==> config.mk <==
export PLATFORM = sky130hd
export DESIGN_NAME = gsh_ram
export DESIGN_NICKNAME = d
export VERILOG_FILES = /design/src/design/gsh_ram.sv
export SDC_FILE = /design/constraint.sdc
export NUM_CORES = 2
export LEC_CHECK = 0
export ABC_AREA = 1
export BUFFER_PORTS_ARGS = -buffer_cell sky130_fd_sc_hd__clkbuf_2
export CELL_PAD_IN_SITES_DETAIL_PLACEMENT = 1
export CELL_PAD_IN_SITES_GLOBAL_PLACEMENT = 2
export CORE_UTILIZATION = 44
export CTS_CLUSTER_SIZE = 10
export DETAILED_ROUTE_END_ITERATION = 12
export GPL_ROUTABILITY_DRIVEN = 0
export PLACE_DENSITY_LB_ADDON = 0.1
export SYNTH_ARGS = -nofsm -noshare
export SYNTH_HDL_FRONTEND = slang
export SYNTH_SLANG_ARGS = --single-unit
==> constraint.sdc <==
create_clock -name clock -period 6.5 [get_ports clock]
set_clock_uncertainty 0.1 [all_clocks]
set_input_delay 0.65 -clock clock [delete_from_list [all_inputs] [get_ports clock]]
set_output_delay 0.65 -clock clock [all_outputs]
set_load 0.03 [all_outputs]
==> src/design/gsh_ram.sv <==
// Generic simple dual-port RAM with registered read.
`default_nettype none
module gsh_ram #(
   parameter int WIDTH = 32,
   parameter int DEPTH = 64
) (
   input  wire logic                     clock,
   input  wire logic                     we,
   input  wire logic [$clog2(DEPTH)-1:0] waddr,
   input  wire logic [WIDTH-1:0]         wdata,
   input  wire logic [$clog2(DEPTH)-1:0] raddr,
   output logic      [WIDTH-1:0]         rdata
);

   logic [WIDTH-1:0] mem [DEPTH];

   // write port and registered read port
   always_ff @(posedge clock) begin
      if (we) begin
         mem[waddr] <= wdata;
      end
      rdata <= mem[raddr];
   end

endmodule
`default_nettype wire

==> results.py <==
metrics = {
    "timing": {
        "setup_viol": 0,
        "worstMarginPinSlew_ps": 1240,
        "final_max_slew_viol_count": 0,
        "fin_ws_ps": 3380,
        "timing.slew.headroom_pct": 17.1,
        "fin_crit_sh_pct": 48.0,
        "hold_violations_final": 0,
        "period_needed_ps": 3120,
        "rsz0062_at_grt": "no",
        "setup_tns_ps": 0,
        "timing.fmax_mhz": 321,
    },
    "clock_network": {
        "clkLatencyLatePin_ps": 860,
        "cts_tree": "built",
        "clkSinkCount": 2080,
        "numCtsBuffers": 230,
        "clkTransAtPathRegs_ps": 50,
        "htreeDepth": 4,
        "postCtsSetupBuffers": 0,
        "clock_tree.buffer_depth": 3,
        "cts_resized": 0,
        "root_buffer": "sky130_fd_sc_hd__clkbuf_16",
        "ctsHoldBuffers": 0,
    },
    "critical_path": {
        "critPathLaunchType": "input pin",
        "worstPathBufferInverterCount": 3,
        "cp-startpoint": "waddr[1]",
        "cp_data_arrival_time_ps": 3550,
        "crit_fanout": 22,
        "timing.critical_path.max_delay_family": "simple AND/OR/NAND/NOR gates",
        "worst_path_largest_cell_delay_ps": 1200,
        "timing.setup.critical_path_class": "input pin to flip-flop",
        "crit_end_element": "flip-flop",
        "timing.rr.start": "mem[23][9]",
        "critical-path-slowest-cell": "sky130_fd_sc_hd__nor2_4",
        "critPathRequiredTime_ps": 6930,
        "critical_path.cell_chain": "clkbuf_2 -> inv_1 -> nand4_1 -> nor2_4 -> buf_4",
    },
    "drt": {
        "detailroute.via_count": 54700,
        "wire_per_inst_um": 29.4,
        "drc": 0,
        "drt.antenna.violating_nets": 0,
        "totalWireLength_mm": 276,
        "dr.pass1.iters": 5,
        "drtIter0Drc": 5362,
        "viasPerCell": 5.81,
    },
    "global_routing": {
        "grt_pass1_vias": 55500,
        "antenna_violations_before_repair": 15,
        "grt_pass1_wl_mm": 398,
        "global_route.overflow_total": 0,
        "largest_net_degree_at_the_start_of_global_routing": 189,
        "grt_usage_pct": 28.9,
    },
    "synth": {
        "synth.area.top_cells": "sky130_fd_sc_hd__edfxtp_1 (74%), sky130_fd_sc_hd__nand3_1 (12%), sky130_fd_sc_hd__nand2_1 (10%)",
        "yosys.area.top_type": "sky130_fd_sc_hd__edfxtp_1",
        "synth_enable_flop_cells": 2048,
        "synth.yosys.seq_area_share_pct": 75.1,
        "yosysTopAreaCellShare_pct": 74.3,
        "post_syn_nets": 6815,
        "post_synth_num_cell_types": 16,
        "syn-instance-count": 6769,
        "netlist_area_um2": 82700,
        "async_flop_share_pct": 0,
        "predominant_post_synthesis_flop_cell": "sky130_fd_sc_hd__edfxtp_1",
        "netlist_top_cells_count": "sky130_fd_sc_hd__nand2_1 (2248), sky130_fd_sc_hd__edfxtp_1 (2048), sky130_fd_sc_hd__nand3_1 (1907)",
        "synth_most_common_cell": "sky130_fd_sc_hd__nand2_1",
        "post_synth.cell_area_avg_um2": 12.2,
        "synth_warnings": 0,
        "synth_seq_cells": 2080,
    },
    "layout": {
        "fillerInstances": 19000,
        "areaGrowthSynthToFinish_pct": 11.9,
        "drive_gt1_share_pct": 7.99,
        "finalNetCount": 6833,
    },
    "place": {
        "dp.final_hpwl_mm": 143,
        "port_buffers": 77,
        "post-place-ws_ps": 2500,
    },
    "power": {
        "internal-power_uw": 21900,
        "power_density_nw_per_um2": 307,
        "power.switching_uw": 6590,
        "sw_frac_of_total_pct": 23.1,
        "power_leakage_uw": 0.0323,
        "pwr-share-comb_pct": 6.4,
        "share_seq_of_total_power_pct": 52.4,
        "ir_worst_vdd_uv": 255,
        "power_uw": 28500,
        "power_frac_clock_pct": 41.2,
    },
    "die": {
        "number_of_rows_in_the_core_area": 158,
        "start_util_pct": 44.5,
        "pin_count": 78,
        "core_area_um2": 186000,
        "die_height_um": 436,
        "die_area_um2": 190000,
        "dieWidth_um": 436,
    },
    "run_status": {
        "outcome": "finished clean",
    },
    "hold_path": {
        "min_from": "raddr[5]",
        "type_of_the_worst_min_delay_path": "input pin to flip-flop",
    },
    "flow_run": {
        "timing.max_cap.violations": 0,
    },
}
metrics by stage:
step           util [%]  hold WS [ps]  instances  instance area (um2)
6_report           49.8           242       9410                92600
5_1_grt            49.7           202       9407                92500
4_1_cts            49.7           174       9403                92500
3_5_place_dp       46.3           688       9035                86000
3_3_place_gp       46.3           689       9035                86000
2_1_floorplan         -           621       6769                82700
power by group through the flow:
stage               Clock [uW]  Combinational (uW)  Sequential (uW)
floorplan                    0                 912            15200
detailed placement           0                1820            15200
global route             12400                1950            14900
finish                   11700                1820            14900
global placement             0                1800            15200
CTS                      11900                1830            14900
metal layers:
metal | global-route usage [%] | routed length (um) | part of all wire (%)
met5 | 0 | 13 | 0.0047
met4 | 9.95 | 9370 | 3.4
met3 | 3.55 | 14400 | 5.2
met2 | 47.5 | 134000 | 48
met1 | 39.9 | 119000 | 43
registers in the layout, summed over array words and instances, names as in the netlist:
signal / count
mem: 2048
rdata: 32
cells in the final DEF, fill, tap and decap left out, drive strengths merged:
master  instances
nand2        2248
inv            17
diode           7
nor4            8
clkbuf        425
edfxtp       2048
nand4           9
nand3        1907
nor2           56
clkinv         10
buf           163
dfxtp          32
cells by family after synthesis:
| logic type | share of synthesized area (%) |
|---|---|
| AND/OR/NAND/NOR | 22.1 |
| flip-flops | 75.1 |
| buffers and inverters | 2.78 |
final timing paths:
kind,endpoint,slack (ps),cells past startpoint
hold reg to reg,rdata[14],710,8
setup / recovery,mem[16][26],3380,5
hold / removal,rdata[2],240,4
setup reg to reg,rdata[9],4630,8
tightest hold or removal path: cells and delay by family:
family	cells	cell delay, ps
buffers and inverters	2	310
AND/OR/NAND/NOR	2	160
final cells by class:
class / count / area, um2 / area share (%)
multi-input combinational: 4228 / 18800 / 20.3
clock inverter: 15 / 126 / 0.137
antenna: 7 / 17.5 / 0.0189
tap: 2480 / 3100 / 3.35
sequential: 2080 / 62100 / 67.1
timing repair buffer: 235 / 1950 / 2.10
inverter: 12 / 82.6 / 0.0892
clock buffer: 353 / 6360 / 6.88
(Power assumes the default switching activity.)
