===== config.mk =====
export PLATFORM = sky130hd
export DESIGN_NAME = gsh_geom
export DESIGN_NICKNAME = d
export VERILOG_FILES = /design/src/design/gsh_pkg.sv /design/src/design/gsh_geom.sv
export SDC_FILE = /design/constraint.sdc
export NUM_CORES = 2
export LEC_CHECK = 0
export BUFFER_PORTS_ARGS = -buffer_cell sky130_fd_sc_hd__buf_2
export CORE_MARGIN = 2
export CORE_UTILIZATION = 59
export CTS_CLUSTER_DIAMETER = 100
export CTS_CLUSTER_SIZE = 14
export DETAILED_ROUTE_END_ITERATION = 10
export GPL_ROUTABILITY_DRIVEN = 0
export GPL_TIMING_DRIVEN = 0
export PLACE_DENSITY_LB_ADDON = 0.15
export SLEW_MARGIN = 5
export SYNTH_ARGS = -nofsm -noshare
export SYNTH_HDL_FRONTEND = slang
export SYNTH_SLANG_ARGS = --single-unit
export TNS_END_PERCENT = 20

===== constraint.sdc =====
create_clock -name clock -period 13.2 [get_ports clock]
set_clock_uncertainty 0.15 [all_clocks]
set_input_delay 1.98 -clock clock [delete_from_list [all_inputs] [get_ports clock]]
set_output_delay 1.98 -clock clock [all_outputs]
set_load 0.02 [all_outputs]

===== src/design/gsh_pkg.sv =====
// Shared types and constants for the Graham scan convex hull block.
`default_nettype none
package gsh_pkg;

   localparam int MAX_POINTS_DEF = 64;
   localparam int COORD_BITS_DEF = 16;

   // Orientation of an ordered point triple (y grows upward)
   typedef enum logic [1:0] {
      ORI_COL = 2'd0,
      ORI_CW  = 2'd1,
      ORI_CCW = 2'd2
   } orient_type;

   // Result of the geometry unit, valid in the cycle after its operands
   typedef struct packed {
      orient_type ori;
      logic       q_closer;
      logic       q_is_p;
      logic       r_is_p;
   } geom_res_type;

   typedef enum logic [4:0] {
      ST_LOAD, ST_PV_RD, ST_PV_CMP, ST_PV_SW1, ST_PV_SW2,
      ST_SO_RDT, ST_SO_TMP, ST_SO_RDC, ST_SO_LD, ST_SO_DEC, ST_SO_WT,
      ST_DD_INIT, ST_DD_LD0, ST_DD_NEXT, ST_DD_LD1, ST_DD_DEC,
      ST_SC_INIT, ST_SC_RD, ST_SC_LD, ST_SC_MAIN, ST_SC_LDP, ST_SC_DEC,
      ST_SC_POP, ST_SC_POPLD, ST_OUT_RD, ST_OUT_LD, ST_EMPTY
   } state_type;

endpackage
`default_nettype wire


===== src/design/gsh_geom.sv =====
// Geometry unit: orientation of p,q,r and distance compare of q and r about p.
`default_nettype none
module gsh_geom #(
   parameter int COORD_BITS = gsh_pkg::COORD_BITS_DEF
) (
   input  wire logic                    clock,
   input  wire logic [2*COORD_BITS-1:0] p,
   input  wire logic [2*COORD_BITS-1:0] q,
   input  wire logic [2*COORD_BITS-1:0] r,
   output gsh_pkg::geom_res_type        res
);
   import gsh_pkg::*;

   localparam int CB = COORD_BITS;
   localparam int DW = CB + 1;
   localparam int PW = 2 * DW;

   logic signed [DW-1:0] ax, ay, bx, by;
   logic signed [PW-1:0] lhs_ff, rhs_ff, qx2_ff, qy2_ff, rx2_ff, ry2_ff;
   logic                 qz_ff, rz_ff;
   logic [PW:0]          dq, dr;

   // coordinate differences, sign extended
   assign ax = DW'($signed(q[CB-1:0])) - DW'($signed(p[CB-1:0]));
   assign ay = DW'($signed(q[2*CB-1:CB])) - DW'($signed(p[2*CB-1:CB]));
   assign bx = DW'($signed(r[CB-1:0])) - DW'($signed(p[CB-1:0]));
   assign by = DW'($signed(r[2*CB-1:CB])) - DW'($signed(p[2*CB-1:CB]));

   // register the products
   always_ff @(posedge clock) begin
      lhs_ff <= ay * bx;
      rhs_ff <= ax * by;
      qx2_ff <= ax * ax;
      qy2_ff <= ay * ay;
      rx2_ff <= bx * bx;
      ry2_ff <= by * by;
      qz_ff  <= (q == p);
      rz_ff  <= (r == p);
   end

   // compare stage
   assign dq = {1'b0, qx2_ff} + {1'b0, qy2_ff};
   assign dr = {1'b0, rx2_ff} + {1'b0, ry2_ff};

   always_comb begin
      if (lhs_ff == rhs_ff) begin
         res.ori = ORI_COL;
      end else if (lhs_ff > rhs_ff) begin
         res.ori = ORI_CW;
      end else begin
         res.ori = ORI_CCW;
      end
      res.q_closer = (dq < dr);
      res.q_is_p   = qz_ff;
      res.r_is_p   = rz_ff;
   end

endmodule
`default_nettype wire


==> reports/results.tsv <==
metric	value	unit
synthMostInstantiatedCell	inv_1	
crit_required	13440	ps
die_x	348	µm
yosysSeqAreaShare	5.78	%
numCtsBuffers	20	
crit_family	adder cells	
grt-ovfl-total	0	
placed_cell_area	0.0725	mm²
timing.final.crit_share	90.2	%
avgSynthCellArea	9.08	µm²
syn_nets	10200	
vias_per_cell	5.71	
ys_top_cells_by_count	2015 x inv_1, 1678 x fa_1, 751 x nand2_1, 737 x nor2_1, 697 x ha_1	
vias	53600	
synth.top_cell.area_share	48.0	%
area_delta_synth_final	4.53	%
drt-initial-drc-count	4645	
cp-end-kind	flop	
cts_tree	built	
finalSetupViolations	0	
setup_tns	0	ps
synth.cell_area	0.0700	mm²
timing.final.ws_setup	1290	ps
h-tree-depth	1	
arrival	12150	ps
die_h	348	µm
yosys_most_used_dff	dfxtp_1	
synth_warnings	0	
ios	102	
grt_pass1_vias	57300	
slowest_stage	xor2_1	
grt_max_degree	15	
cp_max_fo	10	
maxSlewViolCount	0	
cts.hold.buffers_added	0	
clk_pin_slew	70	ps
coreArea	0.118	mm²
criticalPathCategory	in -> reg	
cts_sinks	202	
final_area	0.0731	mm²
cts_setup_buffers	0	
maxCapViolCount	0	
finalNetCount	10300	
syn_inst	7706	
grt_pass1_wl	326000	µm
synth_seq_cells	202	
cts_resized	0	
rows	126	
max-clock-path-buffers	3	
outcome	finished clean	
port_buffers	101	
dp_slack	865	ps
drive_gt1_share	2.77	%
track_usage	36.2	%
synth.top_cells.by_area	fa_1 48%, ha_1 12%, inv_1 11%	
synth-edff-count	0	
rsz0062_at_grt	no	
drc	0	
n_fill_cell	10100	
min_path_type	in -> reg	
hpwl	181000	µm
placedCellCount	9348	
synthDistinctLibCells	78	
totalWireLength	211000	µm
start_util	59.4	%
first_pass_iters	9	
critPathMaxStageDelay	1010	ps
cpMostUsedCell	fa_1	
root_buffer	clkbuf_16	
antenna_found_initial	10	
relSlewSlack	7.66	%
dieArea	0.121	mm²
hold_viol_final	0	
yosys.area.top_type	fa_1	
ant_nets	0	
fmaxAchievable	0.0840	GHz
async_flop_share	0	%
worst_slew_pin_slew	1390	ps
instances_no_fill	9380	
path_buf_inv	8	
wire_per_inst	22.5	µm
cp-start-kind	input pin	
finalCriticalPeriod	11910	ps
## cells in the final DEF (no fill, tap or decap), types with 72 or more instances in the layout
master / netlist / layout
nand2_1: 751 / 751
clkbuf_1: 201 / 201
ha_1: 697 / 697
inv_1: 2015 / 2015
fa_1: 1678 / 1678
a21o_1: 127 / 127
xor2_1: 76 / 72
buf_2: 7 / 108
xnor2_1: 244 / 237
dfxtp_1: 202 / 202
o21ai_0: 76 / 76
nor2_1: 737 / 737
a21oi_1: 206 / 205
## tightest hold or removal path, stage by stage
cell and delay, ps:
buf_2 90, ha_1 270, nand4_1 120, nor4_1 50
## registers in the layout, indices dropped and copies added (netlist names)
name and count:
lhs_ff 34, qx2_ff 33, qy2_ff 33, qz_ff 1, rhs_ff 34, rx2_ff 33
ry2_ff 33, rz_ff 1
## cells by family (layout without fill, tap and decap cells)
family,after synthesis,count (layout),synth area share (%)
flops,202,202,5.78
mux,9,9,0.131
compound gates,699,699,6.52
other cells,0,6,0
simple gates,1809,1809,10.7
xor+xnor,321,321,4.03
fa+ha+maj,2375,2375,60.5
buf+inv,2291,2423,12.3
## cell type report
cell class / instances / area, µm² / share of cell area, %
antenna: 6 / 15.0 / 0.0205
buffer: 233 / 892 / 1.22
clock buffer: 21 / 504 / 0.689
clock inverter: 5 / 61.3 / 0.0838
inverter: 2058 / 7720 / 10.6
multi-input combinational: 5213 / 57400 / 78.5
sequential: 202 / 4040 / 5.53
tap: 1536 / 1920 / 2.63
timing repair buffer: 106 / 577 / 0.789
## per-stage QoR
stage	hold slack (ps)	util, %
finish	1840	62.1
detailed placement	2350	61.6
CTS	1810	62.1
floorplan	2230	-
global route	1850	62.1
global placement	2350	61.5
## worst paths after layout
kind	startpoint	endpoint	slack [ps]	depth (start not counted)
setup / recovery	r[16]	ry2_ff[30]$_DFF_P_	1290	32
hold / removal	r[29]	rz_ff$_DFF_P_	1840	4
## per-layer routing
layer  vias up  global-route usage (%)  wire [µm]  part of all wire, %
met3       645                    11.3      26600                   13
met5         -                       0         61                0.029
li1      23100                       -          -                    -
met4         8                    18.7      13700                  6.5
met2      2813                    54.6      91600                   43
met1     27000                    47.0      78900                   37
Power is left out: the tool's default activity adds up to more than one toggle a clock period on the data nets, which glitch-free logic cannot reach.
